===== config.mk =====
export PLATFORM = sky130hd
export DESIGN_NAME = sbb_queue
export DESIGN_NICKNAME = d
export VERILOG_FILES = /design/src/design/sbb_pkg.sv /design/src/design/sbb_queue.sv
export SDC_FILE = /design/constraint.sdc
export NUM_CORES = 1
export LEC_CHECK = 0
export ABC_CLOCK_PERIOD_IN_PS = 5000
export BUFFER_PORTS_ARGS = -buffer_cell sky130_fd_sc_hd__clkbuf_2
export CORE_MARGIN = 1
export CORE_UTILIZATION = 35
export CTS_CLUSTER_SIZE = 20
export DETAILED_ROUTE_END_ITERATION = 7
export PLACE_DENSITY = 0.63
export SYNTH_ARGS = -nofsm -noshare
export SYNTH_HDL_FRONTEND = slang
export SYNTH_SLANG_ARGS = --single-unit

===== constraint.sdc =====
create_clock -name clk -period 5 [get_ports clk]
set_input_delay 0.5 -clock clk [delete_from_list [all_inputs] [get_ports clk]]
set_output_delay 0.5 -clock clk [all_outputs]
set_load 0.005 [all_outputs]

===== src/design/sbb_pkg.sv =====
// Shared types and constants for the separable box blur block.
// No dependencies; every other design file refers to it by scoped names.
package sbb_pkg;

  localparam int MAX_WIDTH  = 1024;
  localparam int MAX_HEIGHT = 1024;
  localparam int MAX_RADIUS = 64;

  localparam int LANES      = 4;
  localparam int X_W        = $clog2(MAX_WIDTH);
  localparam int DIM_W      = $clog2(MAX_WIDTH) + 1;
  localparam int RAD_W      = 7;
  localparam int RING_ROWS  = 2 * MAX_RADIUS + 1;
  localparam int RING_W     = $clog2(RING_ROWS);
  localparam int LINE_DEPTH = RING_ROWS * MAX_WIDTH;
  localparam int LINE_AW    = RING_W + X_W;
  localparam int SUM_W      = 16;
  localparam int CNT_W      = 8;
  localparam int CFG_IDX_W  = 2;
  localparam int CFG_DATA_W = 11;
  localparam int QUEUE_DEPTH = 4;

  // register indexes of the configuration port
  localparam logic [CFG_IDX_W-1:0] REG_RADIUS = 2'd0;
  localparam logic [CFG_IDX_W-1:0] REG_WIDTH  = 2'd1;
  localparam logic [CFG_IDX_W-1:0] REG_HEIGHT = 2'd2;

  typedef struct packed {
    logic       mode;
    logic [7:0] in_blue;
    logic [7:0] in_green;
    logic [7:0] in_red;
    logic [7:0] in_alpha;
  } pix_in_t;

  typedef struct packed {
    logic [7:0] out_blue;
    logic [7:0] out_green;
    logic [7:0] out_red;
    logic [7:0] out_alpha;
    logic       frame_last;
  } pix_out_t;

  // queue entry: pixel word with blue in the low byte
  typedef struct packed {
    logic        drain;
    logic [31:0] pix;
  } q_item_t;

  typedef struct packed {
    logic [RAD_W-1:0] radius;
    logic [DIM_W-1:0] width;
    logic [DIM_W-1:0] height;
    logic             restart;
  } cfg_t;

  typedef enum logic [3:0] {
    ST_IDLE,
    ST_FRD,
    ST_FACC,
    ST_HDST,
    ST_HDIV,
    ST_HWR,
    ST_URD,
    ST_UACC,
    ST_CHK,
    ST_VRD,
    ST_VACC,
    ST_VDST,
    ST_VDIV,
    ST_EMIT
  } eng_state_t;

endpackage


===== src/design/sbb_queue.sv =====
// Front end: takes input transactions, tags drain ticks, and queues them.
// Depends on sbb_pkg.
module sbb_queue (
  input  logic             clk,
  input  logic             rst,
  input  logic             in_valid,
  output logic             in_stall,
  input  sbb_pkg::pix_in_t in_data,
  input  logic             pop,
  output logic             q_valid,
  output sbb_pkg::q_item_t q_data
);

  localparam int PTR_W = $clog2(sbb_pkg::QUEUE_DEPTH);

  sbb_pkg::q_item_t       slots [sbb_pkg::QUEUE_DEPTH];
  logic [PTR_W-1:0]       wr_ptr;
  logic [PTR_W-1:0]       rd_ptr;
  logic [PTR_W:0]         count;
  logic                   push;
  logic                   take;
  sbb_pkg::q_item_t       item;

  // classify: drain tick or pixel, pack channels blue-first
  always_comb begin
    item.drain = in_data.mode;
    item.pix   = {in_data.in_alpha, in_data.in_red, in_data.in_green, in_data.in_blue};
  end

  assign in_stall = (count == (PTR_W+1)'(sbb_pkg::QUEUE_DEPTH));
  assign push     = in_valid && !in_stall;
  assign q_valid  = (count != '0);
  assign take     = pop && q_valid;
  assign q_data   = slots[rd_ptr];

  always_ff @(posedge clk) begin
    if (push) begin
      slots[wr_ptr] <= item;
    end
  end

  always_ff @(posedge clk) begin
    if (rst) begin
      wr_ptr <= '0;
      rd_ptr <= '0;
      count  <= '0;
    end else begin
      if (push) wr_ptr <= wr_ptr + 1'b1;
      if (take) rd_ptr <= rd_ptr + 1'b1;
      count <= count + (PTR_W+1)'(push) - (PTR_W+1)'(take);
    end
  end

endmodule


Word-level counts from Yosys, hierarchy flattened
Memory sizes are Yosys's and may differ from the RTL's. A register that Yosys moved wholly into a read port is not among the register bits.
Cells that the tools add are included.
Widths: inputs -> output; s select.
Operators by class
  reduce and logical (&&, ||, !) cells: 4
  equal/unequal tests: 1
  add/sub/neg operators: 4
  mux-type cells: 4
Operators with widths (number)
  $add 2x1->2 const B: 2
  $mux 2: 2
  $add 3x1->3: 1
  $eq 3x3->1 const B: 1
  $reduce_bool 3->1: 1
  $sub 3x1->3: 1
  $logic_and 1x1->1: 2
  $mux 1: 2
  $logic_not 1->1: 1
Word-level totals
  word-level logic and storage cells: 17
  output and inout bits: 35
  bits in registers: 7
  memories kept: 1
  bits in writable memories: 132
  input port bits: 37
Memories
  slots: words 4, width 33, rd ports 1, clocked after memory_dff 1, wr ports 1, line sbb_queue.sv:16  | sbb_pkg::q_item_t slots [sbb_pkg::QUEUE_DEPTH];

Depth between registers and ports, before layout
Gate-level depths: netlist (run 1).
  word-level depth: 5
  mapped depth: 11
  gate-level depth less buffers: 11

Worst setup path after synthesis (run 1)
Ideal clock, no wire load.
  path type: in2reg
  from: in in_valid
  to: reg count[2]
  setup time: 0.078 ns
  buffers on the path: 0
  cell stages on the path: 11
  path slack: 2.842 ns
  data arrival time: 2.080 ns
  path through: inv_1 -> nor2_1 -> inv_1 -> ha_1 -> inv_1 -> ha_1 -> inv_1 -> fa_1 -> xor2_1 -> and2_1 -> nor3_1
On the way
  longest elaborated chain between the ends: 3
RTL lines
  from (decl): line sbb_queue.sv:6  | input logic in_valid,
  $logic_and 1x1->1: line sbb_queue.sv:31  | assign push = in_valid && !in_stall;
  $add 3x1->3: line sbb_queue.sv:50  | count <= count + (PTR_W+1)'(push) - (PTR_W+1)'(take);
  $sub 3x1->3: line sbb_queue.sv:50
  to (signal assigned): line sbb_queue.sv:50
  to (decl): line sbb_queue.sv:19  | logic [PTR_W:0] count;
No other way between the ends.
A chain may end at the register's enable or synchronous reset.

==> results of run 1 <==
-- cells in the final DEF, fill, tap and decap left out, drive strengths merged --
| master | synthesis | routed |
|---|---|---|
| a21oi | 1 | 1 |
| and2 | 5 | 5 |
| buf | 7 | 1 |
| bufinv | 0 | 1 |
| clkbuf | 2 | 94 |
| clkinv | 0 | 8 |
| dfxtp | 9 | 9 |
| edfxtp | 132 | 132 |
| fa | 1 | 1 |
| ha | 6 | 6 |
| inv | 6 | 6 |
| mux2i | 1 | 1 |
| mux4 | 33 | 33 |
| nand2b | 2 | 2 |
| nor2 | 6 | 6 |
| nor2b | 1 | 1 |
| nor3 | 1 | 1 |
| nor3b | 1 | 1 |
| o21ai | 1 | 1 |
| o311ai | 1 | 1 |
| o31a | 1 | 1 |
| or3 | 2 | 2 |
| xnor2 | 1 | 1 |
| xor2 | 2 | 2 |
-- path summary, 6_finish.rpt --
path,cells past startpoint,startpoint,slack [ps],end
max,3,register,2300,q_data[29]
max reg2reg,11,count[1],2660,count[2]
min reg2reg,2,wr_ptr[1],540,wr_ptr[1]
min,1,in_data[14],300,slots[3][22]
-- critical path: stages, from the launching register on --
cell,delay [ps]
sky130_fd_sc_hd__dfxtp_2,510
sky130_fd_sc_hd__buf_4,510
sky130_fd_sc_hd__mux4_1,630
sky130_fd_sc_hd__clkbuf_2,130
-- cells by family after synthesis --
family	synth area share, %
muxes	14.5
buffers and inverters	2.21
adders and majority gates	1.80
xor gates and xnor gates	0.498
DFF	78.5
and+or+nand+nor	1.94
AOI/OAI and AO/OA	0.522
-- stage by stage --
step / utilization (%) / std cells
finish: 43.0 / 501
global route: 43.0 / 501
CTS: 43.0 / 501
detailed placement: 39.5 / 469
global placement: 39.5 / 469
floorplan: - / 222
-- area by class of cell --
cell class	count	area [sq um]	area share [%]
flip-flops and latches	141	4150	65.8
multi-input cells	66	1020	16.2
clock buffers	23	448	7.11
repair buffers	72	363	5.76
well taps	184	230	3.65
clock inverters	9	71.3	1.13
inverters	6	22.5	0.357
-- power breakdown --
group	switching [mW]	internal, mW	total [mW]
clock	0.416	0.674	1.09
combinational	0.295	0.335	0.630
sequential	0.0790	1.44	1.52
total	0.791	2.45	3.24
-- state kept, by name, indices dropped and copies added, names as in the netlist, named ones only --
register  cells
count         3
rd_ptr        2
wr_ptr        2
slots       132
-- routing by layer --
layer | up-vias | routed length, um | global-route usage (%)
met1 | 1221 | 3700 | 13.9
met2 | 54 | 4520 | 20.8
met4 | 0 | 153 | 6.10
li1 | 1088 | - | -
met5 | - | 0 | 0
met3 | 12 | 428 | 4.34
==> metrics.txt, run 1 <==
# TYPE chip_impl_metric gauge
chip_impl_info{name="outcome",value="complete, but fails checks"} 1
chip_impl_info{name="failed_checks",value="design-rule violations"} 1
chip_impl_metric{name="number_of_buffers_inserted_during_clock_tree_synthesis",unit=""} 17
chip_impl_metric{name="cts.sinks",unit=""} 141
chip_impl_metric{name="firstDrtPassIters",unit=""} 6
chip_impl_metric{name="first_global_vias",unit=""} 2607
chip_impl_metric{name="max-clock-path-buffers",unit=""} 2
chip_impl_metric{name="grt_overflow_total",unit=""} 0
chip_impl_metric{name="async_reset_ff_share",unit="%"} 0
chip_impl_metric{name="clk_latency",unit="ps"} 410
chip_impl_metric{name="gr-usage-all-layers",unit="%"} 12.3
chip_impl_metric{name="placedInstanceArea",unit="sq um"} 5780
chip_impl_metric{name="die_h",unit="um"} 125
chip_impl_metric{name="place.gp.congestion",unit=""} 0.649
chip_impl_metric{name="finalPower",unit="mW"} 3.24
chip_impl_metric{name="timing.max_slew.rel_slack",unit="%"} 36.6
chip_impl_metric{name="finalCriticalPeriod",unit="ps"} 2700
chip_impl_info{name="worst-setup-path-type",value="reg -> out"} 1
chip_impl_metric{name="final_nets",unit=""} 348
chip_impl_metric{name="cell_count_after_synthesis",unit=""} 222
chip_impl_info{name="tritoncts",value="built"} 1
chip_impl_metric{name="post_route_setup_slack",unit="ps"} 2300
chip_impl_metric{name="timing.final.hold_violations",unit=""} 0
chip_impl_metric{name="synth-warning-count",unit=""} 0
chip_impl_info{name="cp_capture_type",value="primary output"} 1
chip_impl_info{name="synth_ff_type",value="sky130_fd_sc_hd__edfxtp_1"} 1
chip_impl_info{name="classification_of_the_worst_slack_hold_path",value="in -> reg"} 1
chip_impl_metric{name="dr_vias",unit=""} 2375
chip_impl_metric{name="filler_cell_count",unit=""} 1328
chip_impl_info{name="clk_root_buffer_cell",value="sky130_fd_sc_hd__clkbuf_16"} 1
chip_impl_metric{name="design_area",unit="sq um"} 6300
chip_impl_metric{name="report.final.setup_viol",unit=""} 0
chip_impl_metric{name="cts-resized-gates",unit=""} 0
chip_impl_info{name="rsz_0062_raised_after_global_routing",value="no"} 1
chip_impl_metric{name="avgRoutedWirePerCell",unit="um"} 17.6
chip_impl_metric{name="timing.max_cap.violations",unit=""} 0
chip_impl_metric{name="leak_pwr",unit="nW"} 2.17
chip_impl_info{name="synth_largest_area_cell",value="sky130_fd_sc_hd__edfxtp_1"} 1
chip_impl_metric{name="synthesis_stage_register_bit_count",unit=""} 141
chip_impl_metric{name="cp_data_required_time",unit="ps"} 4500
chip_impl_metric{name="antenna_violations_before_repair",unit=""} 0
chip_impl_metric{name="drt-vias-per-instance",unit=""} 4.74
chip_impl_metric{name="drc_errors",unit=""} 10
chip_impl_metric{name="final_layout_size_suffix_gt1_share",unit="%"} 42.0
chip_impl_metric{name="grt_start_max_net_pins",unit=""} 34
chip_impl_metric{name="cts.htree.levels",unit=""} 4
chip_impl_metric{name="place.port_buffers",unit=""} 71
chip_impl_metric{name="area_of_the_placeable_core",unit="sq um"} 14600
chip_impl_metric{name="floorplan.io_pins",unit=""} 72
chip_impl_info{name="synth_most_common_cell",value="sky130_fd_sc_hd__edfxtp_1"} 1
chip_impl_metric{name="min_period_over_period",unit="%"} 54.1
chip_impl_metric{name="crit_path_max_fanout",unit=""} 25
chip_impl_metric{name="synthDominantCellAreaShare",unit="%"} 75.1
chip_impl_metric{name="dp_slack",unit="ps"} 2600
chip_impl_metric{name="dieArea",unit="sq um"} 15600
chip_impl_metric{name="fmax",unit="MHz"} 370
chip_impl_metric{name="count_of_different_cell_masters_after_synthesis",unit=""} 25
chip_impl_metric{name="worst-endpoint-arrival",unit="ps"} 2200
chip_impl_metric{name="die_w",unit="um"} 125
chip_impl_metric{name="hpwl_after_dpl",unit="um"} 5130
chip_impl_metric{name="drtAntennaViolNets",unit=""} 0
chip_impl_metric{name="placementRows",unit=""} 44
chip_impl_metric{name="mappedNetlistNets",unit=""} 266
chip_impl_metric{name="final.setup.tns",unit="ps"} 0
chip_impl_metric{name="synth_edf_count",unit=""} 132
chip_impl_metric{name="path_clk_slew",unit="ps"} 50
chip_impl_metric{name="post_synthesis_instance_area",unit="sq um"} 5280
chip_impl_metric{name="detailedRoute.firstIterationViolations",unit=""} 119
chip_impl_info{name="startpoint_kind_of_the_worst_setup_timing_path",value="register"} 1
chip_impl_metric{name="post_cts_setup_buffers",unit=""} 0
chip_impl_metric{name="grt_pass1_wl",unit="um"} 13600
chip_impl_metric{name="cts-hold-fix-buffers",unit=""} 0
chip_impl_metric{name="timing_max_transition_violations_final",unit=""} 0
chip_impl_info{name="synth_area_leaders",value="sky130_fd_sc_hd__edfxtp_1, sky130_fd_sc_hd__mux4_2, sky130_fd_sc_hd__dfxtp_1"} 1
chip_impl_metric{name="start_util",unit="%"} 36.0
chip_impl_metric{name="number_of_inserted_diodes",unit=""} 0
chip_impl_metric{name="postRouteWirelength",unit="um"} 8800
chip_impl_metric{name="syn_area_per_cell",unit="sq um"} 23.8
chip_impl_metric{name="hold-worst-slack",unit="ps"} 303
chip_impl_metric{name="max-vdd-ir-drop",unit="mV"} 0.239
chip_impl_metric{name="cellPowerDensity",unit="nW/um^2"} 514
chip_impl_metric{name="flow.area_growth_from_synthesis",unit="%"} 19.4
chip_impl_metric{name="final_clock_skew",unit="ps"} 9.87
chip_impl_metric{name="worst-slew-pin-transition",unit="ps"} 950
chip_impl_info{name="synthTopCellsByCount",value="sky130_fd_sc_hd__edfxtp_1, sky130_fd_sc_hd__mux4_2, sky130_fd_sc_hd__dfxtp_1"} 1
chip_impl_metric{name="ys_seq_area_share",unit="%"} 78.5
No activity file was read; power rests on OpenSTA's default activity.
==> inputs of run 2 (changes only) <==
--- a/config.mk
+++ b/config.mk
@@ -5,7 +5,8 @@
 export SDC_FILE = /design/constraint.sdc
 export NUM_CORES = 1
 export LEC_CHECK = 0
-export ABC_CLOCK_PERIOD_IN_PS = 5000
+export ABC_AREA = 1
+export ABC_CLOCK_PERIOD_IN_PS = 2600
 export BUFFER_PORTS_ARGS = -buffer_cell sky130_fd_sc_hd__clkbuf_2
 export CORE_MARGIN = 1
 export CORE_UTILIZATION = 35
==> constraint.sdc (replaced) <==
create_clock -name clk -period 2.6 [get_ports clk]
set_input_delay 0.26 -clock clk [delete_from_list [all_inputs] [get_ports clk]]
set_output_delay 0.26 -clock clk [all_outputs]
set_load 0.005 [all_outputs]
==> run 2 against run 1 <==
Compared with the run above:
- the flow now finishes without violations
- clock-buffer cell count down 4
- largest cell class unchanged
- combinational power up 120%
- area after synthesis up 2.4%
- critical endpoint unchanged
- utilization up 0.38 points
- non-clock buffer count up 10
==> metrics.txt, run 2 <==
# TYPE chip_impl_metric gauge
chip_impl_info{name="outcome",value="completed"} 1
chip_impl_metric{name="worst-slew-pin-transition",unit="ps"} 610
chip_impl_metric{name="crit_path_max_fanout",unit=""} 44
chip_impl_metric{name="min_period_over_period",unit="%"} 78.9
chip_impl_metric{name="number_of_flip_flops_under_the_largest_register_name",unit=""} 132
chip_impl_metric{name="cell_count_of_the_worst_reg_to_reg_path",unit=""} 10
chip_impl_metric{name="netSwitchingPower",unit="mW"} 1.80
chip_impl_metric{name="grt_pass1_wl",unit="um"} 17000
chip_impl_metric{name="p_sw_share",unit="%"} 27.0
chip_impl_metric{name="power.clock.fraction",unit="%"} 36.1
chip_impl_metric{name="hold-worst-slack",unit="ps"} 35.7
chip_impl_metric{name="timing.final.hold_violations",unit=""} 0
chip_impl_metric{name="timing_max_transition_violations_final",unit=""} 0
chip_impl_info{name="tritoncts",value="built"} 1
chip_impl_metric{name="drc_errors",unit=""} 0
chip_impl_metric{name="post_cts_setup_buffers",unit=""} 0
chip_impl_metric{name="design_area",unit="sq um"} 6580
chip_impl_metric{name="path_clk_slew",unit="ps"} 50
chip_impl_info{name="synth_ff_type",value="sky130_fd_sc_hd__edfxtp_1"} 1
chip_impl_metric{name="async_reset_ff_share",unit="%"} 0
chip_impl_metric{name="report.final.setup_viol",unit=""} 0
chip_impl_metric{name="count_of_different_cell_masters_after_synthesis",unit=""} 19
chip_impl_metric{name="ys_seq_area_share",unit="%"} 76.7
chip_impl_info{name="worst_path_slowest_cell",value="sky130_fd_sc_hd__buf_4"} 1
chip_impl_metric{name="fmax",unit="MHz"} 488
chip_impl_metric{name="cellPowerDensity",unit="nW/um^2"} 1010
chip_impl_metric{name="filler_cell_count",unit=""} 1366
chip_impl_info{name="top_library_cells_by_usage_in_the_layout_fill_and_taps_aside",value="sky130_fd_sc_hd__edfxtp_1, sky130_fd_sc_hd__nor2_1, sky130_fd_sc_hd__clkbuf_2, sky130_fd_sc_hd__o21ai_0, sky130_fd_sc_hd__o22ai_1"} 1
chip_impl_metric{name="placedInstanceArea",unit="sq um"} 5990
chip_impl_metric{name="finalCoreUtilization",unit="%"} 43.4
chip_impl_metric{name="share_seq_of_total_power",unit="%"} 42.8
chip_impl_metric{name="finalPower",unit="mW"} 6.65
chip_impl_info{name="startpoint_kind_of_the_worst_setup_timing_path",value="register"} 1
chip_impl_metric{name="drt-vias-per-instance",unit=""} 5.02
chip_impl_metric{name="gr-usage-all-layers",unit="%"} 14.5
chip_impl_info{name="synthTopCellsByCount",value="sky130_fd_sc_hd__edfxtp_1, sky130_fd_sc_hd__nor2_1, sky130_fd_sc_hd__o21ai_0"} 1
chip_impl_metric{name="final_nets",unit=""} 510
chip_impl_metric{name="first_global_vias",unit=""} 3342
chip_impl_metric{name="avgRoutedWirePerCell",unit="um"} 16.3
chip_impl_metric{name="synth-warning-count",unit=""} 0
chip_impl_metric{name="die_h",unit="um"} 126
chip_impl_info{name="timing.critical_path.to",value="q_data[29]"} 1
chip_impl_metric{name="worst-r2r-setup-slack",unit="ps"} 570
chip_impl_info{name="synth_largest_area_cell",value="sky130_fd_sc_hd__edfxtp_1"} 1
chip_impl_metric{name="final_layout_size_suffix_gt1_share",unit="%"} 23.2
chip_impl_metric{name="dieArea",unit="sq um"} 15900
chip_impl_metric{name="cp_data_required_time",unit="ps"} 2340
chip_impl_metric{name="cts-resized-gates",unit=""} 0
chip_impl_metric{name="place.gp.congestion",unit=""} 0.684
chip_impl_metric{name="max-clock-path-buffers",unit=""} 2
chip_impl_info{name="timing.rr.end",value="count[2]"} 1
chip_impl_metric{name="antenna_violations_before_repair",unit=""} 0
chip_impl_metric{name="mappedNetlistNets",unit=""} 429
chip_impl_metric{name="timing.max_cap.violations",unit=""} 0
chip_impl_metric{name="place.port_buffers",unit=""} 71
chip_impl_metric{name="dr_vias",unit=""} 3343
chip_impl_metric{name="post_synthesis_instance_area",unit="sq um"} 5400
chip_impl_info{name="largest_register",value="slots"} 1
chip_impl_metric{name="synthesis_stage_register_bit_count",unit=""} 141
chip_impl_metric{name="pwr-share-comb",unit="%"} 21.1
chip_impl_metric{name="final_clock_skew",unit="ps"} 7.34
chip_impl_info{name="rr_startpoint",value="count[1]"} 1
chip_impl_info{name="worst-setup-path-type",value="reg -> out"} 1
chip_impl_metric{name="worst-endpoint-arrival",unit="ps"} 1790
chip_impl_info{name="synth_most_common_cell",value="sky130_fd_sc_hd__edfxtp_1"} 1
chip_impl_metric{name="power_report.internal_total",unit="mW"} 4.85
chip_impl_metric{name="placementRows",unit=""} 45
chip_impl_info{name="rsz_0062_raised_after_global_routing",value="no"} 1
chip_impl_metric{name="floorplan.io_pins",unit=""} 72
chip_impl_info{name="synth_area_leaders",value="sky130_fd_sc_hd__edfxtp_1, sky130_fd_sc_hd__nor2_1, sky130_fd_sc_hd__o21ai_0"} 1
chip_impl_metric{name="grt_start_max_net_pins",unit=""} 45
chip_impl_info{name="registers_with_the_most_flip_flops",value="slots x132, count x3"} 1
chip_impl_metric{name="cts-hold-fix-buffers",unit=""} 0
chip_impl_metric{name="cts.htree.levels",unit=""} 4
chip_impl_metric{name="finalCriticalPeriod",unit="ps"} 2050
chip_impl_metric{name="min_delay_path_depth",unit=""} 2
chip_impl_metric{name="max-vdd-ir-drop",unit="mV"} 0.482
chip_impl_metric{name="synthDominantCellAreaShare",unit="%"} 73.4
chip_impl_metric{name="detailedRoute.firstIterationViolations",unit=""} 176
chip_impl_metric{name="synth_edf_count",unit=""} 132
chip_impl_metric{name="number_of_inserted_diodes",unit=""} 0
chip_impl_info{name="crit_path_cell_trace",value="buf_4 > o21ai_0 > o22ai_1 > clkbuf_2"} 1
chip_impl_metric{name="final.setup.tns",unit="ps"} 0
chip_impl_info{name="clk_root_buffer_cell",value="sky130_fd_sc_hd__clkbuf_16"} 1
chip_impl_metric{name="grt_overflow_total",unit=""} 0
chip_impl_metric{name="slowest_delay",unit="ps"} 400
chip_impl_metric{name="firstDrtPassIters",unit=""} 7
chip_impl_metric{name="syn_area_per_cell",unit="sq um"} 14.0
chip_impl_metric{name="clk_latency",unit="ps"} 420
chip_impl_metric{name="cell_count_after_synthesis",unit=""} 385
chip_impl_metric{name="die_w",unit="um"} 126
chip_impl_metric{name="postRouteWirelength",unit="um"} 10800
chip_impl_metric{name="leak_pwr",unit="nW"} 2.39
chip_impl_metric{name="number_of_buffers_inserted_during_clock_tree_synthesis",unit=""} 17
chip_impl_info{name="mostFrequentLayoutCell",value="sky130_fd_sc_hd__edfxtp_1"} 1
chip_impl_metric{name="cts.sinks",unit=""} 141
chip_impl_info{name="classification_of_the_worst_slack_hold_path",value="in -> reg"} 1
chip_impl_metric{name="hpwl_after_dpl",unit="um"} 6410
chip_impl_info{name="cp_capture_type",value="primary output"} 1
chip_impl_metric{name="start_util",unit="%"} 35.7
chip_impl_metric{name="area_of_the_placeable_core",unit="sq um"} 15100
chip_impl_metric{name="timing.max_slew.rel_slack",unit="%"} 59.3
chip_impl_metric{name="flow.area_growth_from_synthesis",unit="%"} 21.7
chip_impl_metric{name="drtAntennaViolNets",unit=""} 0
run 2: final cells by class:
cell class	count	area [sq um]	share of cell area (%)
multi-input combinational	207	1060	16.1
sequential	141	4150	63.0
inverter	17	63.8	0.971
timing repair buffer	82	488	7.42
clock buffer	19	433	6.58
tap	188	235	3.58
clock inverter	12	151	2.30
run 2: critical path, delay by kind of cell, from the launching register on:
family | cells | cell delay, ps
AO/OA/AOI/OAI | 2 | 450
buffers and inverters | 2 | 570
flip-flops | 1 | 350
run 2: cell families (layout without fill, tap and decap cells):
| group | count (synthesis) | in the layout | synth area share (%) |
|---|---|---|---|
| fa+ha+maj | 7 | 7 | 1.76 |
| simple gates | 94 | 94 | 6.60 |
| compound gates | 106 | 106 | 10.7 |
| flops | 141 | 141 | 76.7 |
| buf+inv | 37 | 130 | 4.24 |
run 2: power by group through the flow:
| stage | combinational, mW | clock (mW) | sequential, mW |
|---|---|---|---|
| floorplan | 0.860 | 0 | 2.89 |
| global placement | 1.39 | 0 | 2.88 |
| detailed placement | 1.42 | 0 | 2.89 |
| CTS | 1.43 | 2.44 | 2.85 |
| global route | 1.58 | 2.53 | 2.87 |
| finish | 1.40 | 2.40 | 2.85 |
run 2: how the worst min path moves through the flow:
stage | start | to
after floorplan | rst | count[1]
after global placement | rst | count[1]
after detailed placement | rst | count[1]
after CTS | rst | count[1]
after global routing | rst | count[1]
final | rst | count[1]
run 2: stage by stage:
stage	worst slack, ps	std cells
2_1_floorplan	47.9	385
5_1_grt	354	666
4_1_cts	497	666
6_report	549	666
3_3_place_gp	676	635
3_5_place_dp	591	635
run 2: per-layer routing:
metal	part of all wire [%]	vias up	GRT usage, %	wire (um)
li1	-	1572	-	-
met1	43	1658	17.0	4700
met2	50	93	24.2	5380
met3	4.9	20	5.10	532
met4	2.0	0	6.17	217
met5	0	-	0	0
==> inputs of run 3 (changes only) <==
--- a/config.mk
+++ b/config.mk
@@ -5,8 +5,8 @@
 export SDC_FILE = /design/constraint.sdc
 export NUM_CORES = 1
 export LEC_CHECK = 0
-export ABC_AREA = 1
-export ABC_CLOCK_PERIOD_IN_PS = 2600
+export ABC_AREA = 0
+export ABC_CLOCK_PERIOD_IN_PS = 2060
 export BUFFER_PORTS_ARGS = -buffer_cell sky130_fd_sc_hd__clkbuf_2
 export CORE_MARGIN = 1
 export CORE_UTILIZATION = 35
==> constraint.sdc (replaced) <==
create_clock -name clk -period 2.06 [get_ports clk]
set_input_delay 0.206 -clock clk [delete_from_list [all_inputs] [get_ports clk]]
set_output_delay 0.206 -clock clk [all_outputs]
set_load 0.005 [all_outputs]
==> run 3 against run 2 <==
Compared with the run above:
- the run now ends with design-rule violations left
- clock power up 33%
- setup slack worse by 510 ps
- cell count down 19%
- combinational power up 35%
- first-iteration DRC count down 20%
- global-route usage down 1.4 points
- register-to-register slack worse by 530 ps
- critical path depth up 5
- power up 31%
- final area up 3.5%
- critical endpoint is now count[2]
- highest routed layer unchanged
==> metrics.txt, run 3 (same netlist as run 1, synthesis figures left out) <==
# TYPE chip_impl_metric gauge
chip_impl_metric{name="number_of_buffers_inserted_during_clock_tree_synthesis",unit=""} 17
chip_impl_metric{name="final_nets",unit=""} 385
chip_impl_info{name="registers_with_the_most_flip_flops",value="slots x132, count x3"} 1
chip_impl_metric{name="first_global_vias",unit=""} 2741
chip_impl_info{name="classification_of_the_worst_slack_hold_path",value="in -> reg"} 1
chip_impl_metric{name="placementRows",unit=""} 44
chip_impl_metric{name="firstDrtPassIters",unit=""} 6
chip_impl_metric{name="cts.htree.levels",unit=""} 4
chip_impl_metric{name="grt_overflow_total",unit=""} 0
chip_impl_metric{name="grt_pass1_wl",unit="um"} 14700
chip_impl_metric{name="timing_max_transition_violations_final",unit=""} 0
chip_impl_info{name="tritoncts",value="built"} 1
chip_impl_info{name="startpoint_kind_of_the_worst_setup_timing_path",value="register"} 1
chip_impl_metric{name="die_w",unit="um"} 125
chip_impl_info{name="clk_root_buffer_cell",value="sky130_fd_sc_hd__clkbuf_16"} 1
chip_impl_metric{name="place.gp.congestion",unit=""} 0.700
chip_impl_metric{name="final_layout_size_suffix_gt1_share",unit="%"} 45.6
chip_impl_metric{name="finalCoreUtilization",unit="%"} 46.5
chip_impl_metric{name="fmax",unit="MHz"} 496
chip_impl_metric{name="report.final.setup_viol",unit=""} 0
chip_impl_metric{name="gr-usage-all-layers",unit="%"} 13.1
chip_impl_metric{name="number_of_flip_flops_under_the_largest_register_name",unit=""} 132
chip_impl_metric{name="hpwl_after_dpl",unit="um"} 5690
chip_impl_info{name="largest_register",value="slots"} 1
chip_impl_metric{name="timing.final.hold_violations",unit=""} 0
chip_impl_metric{name="dr_vias",unit=""} 2560
chip_impl_metric{name="floorplan.io_pins",unit=""} 72
chip_impl_info{name="rsz_0062_raised_after_global_routing",value="yes"} 1
chip_impl_metric{name="final_clock_skew",unit="ps"} 8.95
chip_impl_metric{name="post_route_setup_slack",unit="ps"} 42.9
chip_impl_metric{name="final.setup.tns",unit="ps"} 0
chip_impl_metric{name="area_of_the_placeable_core",unit="sq um"} 14600
chip_impl_metric{name="crit_path_max_fanout",unit=""} 5
chip_impl_metric{name="cellPowerDensity",unit="nW/um^2"} 1280
chip_impl_metric{name="cts.sinks",unit=""} 141
chip_impl_metric{name="number_of_inserted_diodes",unit=""} 0
chip_impl_metric{name="timing.max_slew.rel_slack",unit="%"} 72.7
chip_impl_metric{name="dieArea",unit="sq um"} 15600
chip_impl_info{name="top_library_cells_by_usage_in_the_layout_fill_and_taps_aside",value="sky130_fd_sc_hd__edfxtp_1, sky130_fd_sc_hd__clkbuf_2, sky130_fd_sc_hd__mux4_2, sky130_fd_sc_hd__dlygate4sd3_1, sky130_fd_sc_hd__clkbuf_16"} 1
chip_impl_metric{name="drt-vias-per-instance",unit=""} 4.77
chip_impl_metric{name="dp_slack",unit="ps"} -56.6
chip_impl_metric{name="postRouteWirelength",unit="um"} 9330
chip_impl_metric{name="max-clock-path-buffers",unit=""} 2
chip_impl_info{name="worst-setup-path-type",value="reg -> reg"} 1
chip_impl_info{name="mostFrequentLayoutCell",value="sky130_fd_sc_hd__edfxtp_1"} 1
chip_impl_info{name="cp_capture_type",value="register"} 1
chip_impl_metric{name="avgRoutedWirePerCell",unit="um"} 17.4
chip_impl_info{name="outcome",value="complete, but fails checks"} 1
chip_impl_metric{name="grt_start_max_net_pins",unit=""} 26
chip_impl_metric{name="flow.area_growth_from_synthesis",unit="%"} 29.0
chip_impl_metric{name="start_util",unit="%"} 36.0
chip_impl_metric{name="drtAntennaViolNets",unit=""} 0
chip_impl_metric{name="path_clk_slew",unit="ps"} 60
chip_impl_metric{name="place.port_buffers",unit=""} 71
chip_impl_metric{name="max-vdd-ir-drop",unit="mV"} 0.711
chip_impl_metric{name="min_period_over_period",unit="%"} 97.9
chip_impl_metric{name="die_h",unit="um"} 125
chip_impl_metric{name="worst-endpoint-arrival",unit="ps"} 2350
chip_impl_metric{name="detailedRoute.firstIterationViolations",unit=""} 141
chip_impl_metric{name="finalCriticalPeriod",unit="ps"} 2020
chip_impl_metric{name="antenna_violations_before_repair",unit=""} 0
chip_impl_metric{name="cp_data_required_time",unit="ps"} 2400
chip_impl_metric{name="drc_errors",unit=""} 10
chip_impl_metric{name="timing.max_cap.violations",unit=""} 0
chip_impl_metric{name="leak_pwr",unit="nW"} 2.40
chip_impl_metric{name="hold-worst-slack",unit="ps"} 14.3
chip_impl_metric{name="worst-slew-pin-transition",unit="ps"} 405
chip_impl_metric{name="clk_latency",unit="ps"} 410
chip_impl_info{name="failed_checks",value="design-rule violations"} 1
run 3: through the flow:
step	total power [mW]	cell area, sq um	std cells
after floorplan	4.80	5280	222
after global placement	5.49	5950	484
after detailed placement	5.53	5950	484
after CTS	8.81	6760	532
after global routing	9.17	6810	537
final	8.73	6810	537
run 3: area by class of cell:
type / count / area, sq um
Clock inverter: 14 / 200
Clock buffer: 17 / 425
Timing Repair Buffer: 109 / 736
Inverter: 6 / 22.5
Tap cell: 184 / 230
Fill cell: 1268 / 7840
Sequential cell: 141 / 4150
Multi-Input combinational cell: 66 / 1040
run 3: path summary, 6_finish.rpt:
kind                                  start      endpoint  slack [ps]  cells past startpoint
worst max-delay path               count[2]      count[2]          40                      9
worst min-delay path            in_data[15]  slots[2][23]          10                      1
worst max register to register     count[2]      count[2]          40                      9
worst min register to register    wr_ptr[1]     wr_ptr[1]         520                      2
run 3: routing by layer:
metal / routed length (um) / global-route usage [%] / up-vias / part of all wire, %
met5: 0 / 0 / - / 0
met4: 139 / 5.88 / 0 / 1.5
met3: 466 / 4.98 / 12 / 5.0
met2: 4740 / 21.4 / 66 / 51
met1: 3980 / 15.4 / 1325 / 43
li1: - / - / 1157 / -
run 3: timing repair:
item,4_1_cts,5_1_grt
buffers inserted,0,4
setup endpoints to repair,22,7
pin swaps,1,0
gates cloned,0,0
resized for setup,5,2
hold buffers,17,1
endpoints found under the hold margin,64,4
run 3: critical path, stage by stage, from the launching register on:
cell and delay (ps):
sky130_fd_sc_hd__dfxtp_4 360, sky130_fd_sc_hd__o31a_1 320, sky130_fd_sc_hd__ha_1 280, sky130_fd_sc_hd__inv_1 60
sky130_fd_sc_hd__ha_1 130, sky130_fd_sc_hd__inv_1 50, sky130_fd_sc_hd__fa_2 330, sky130_fd_sc_hd__xor2_1 150
sky130_fd_sc_hd__and2_1 160, sky130_fd_sc_hd__nor3_2 100
run 3: power breakdown:
part / switching (mW) / total [mW] / internal [mW]
combinational: 0.851 / 1.89 / 1.04
clock: 1.08 / 3.20 / 2.12
sequential: 0.134 / 3.63 / 3.50
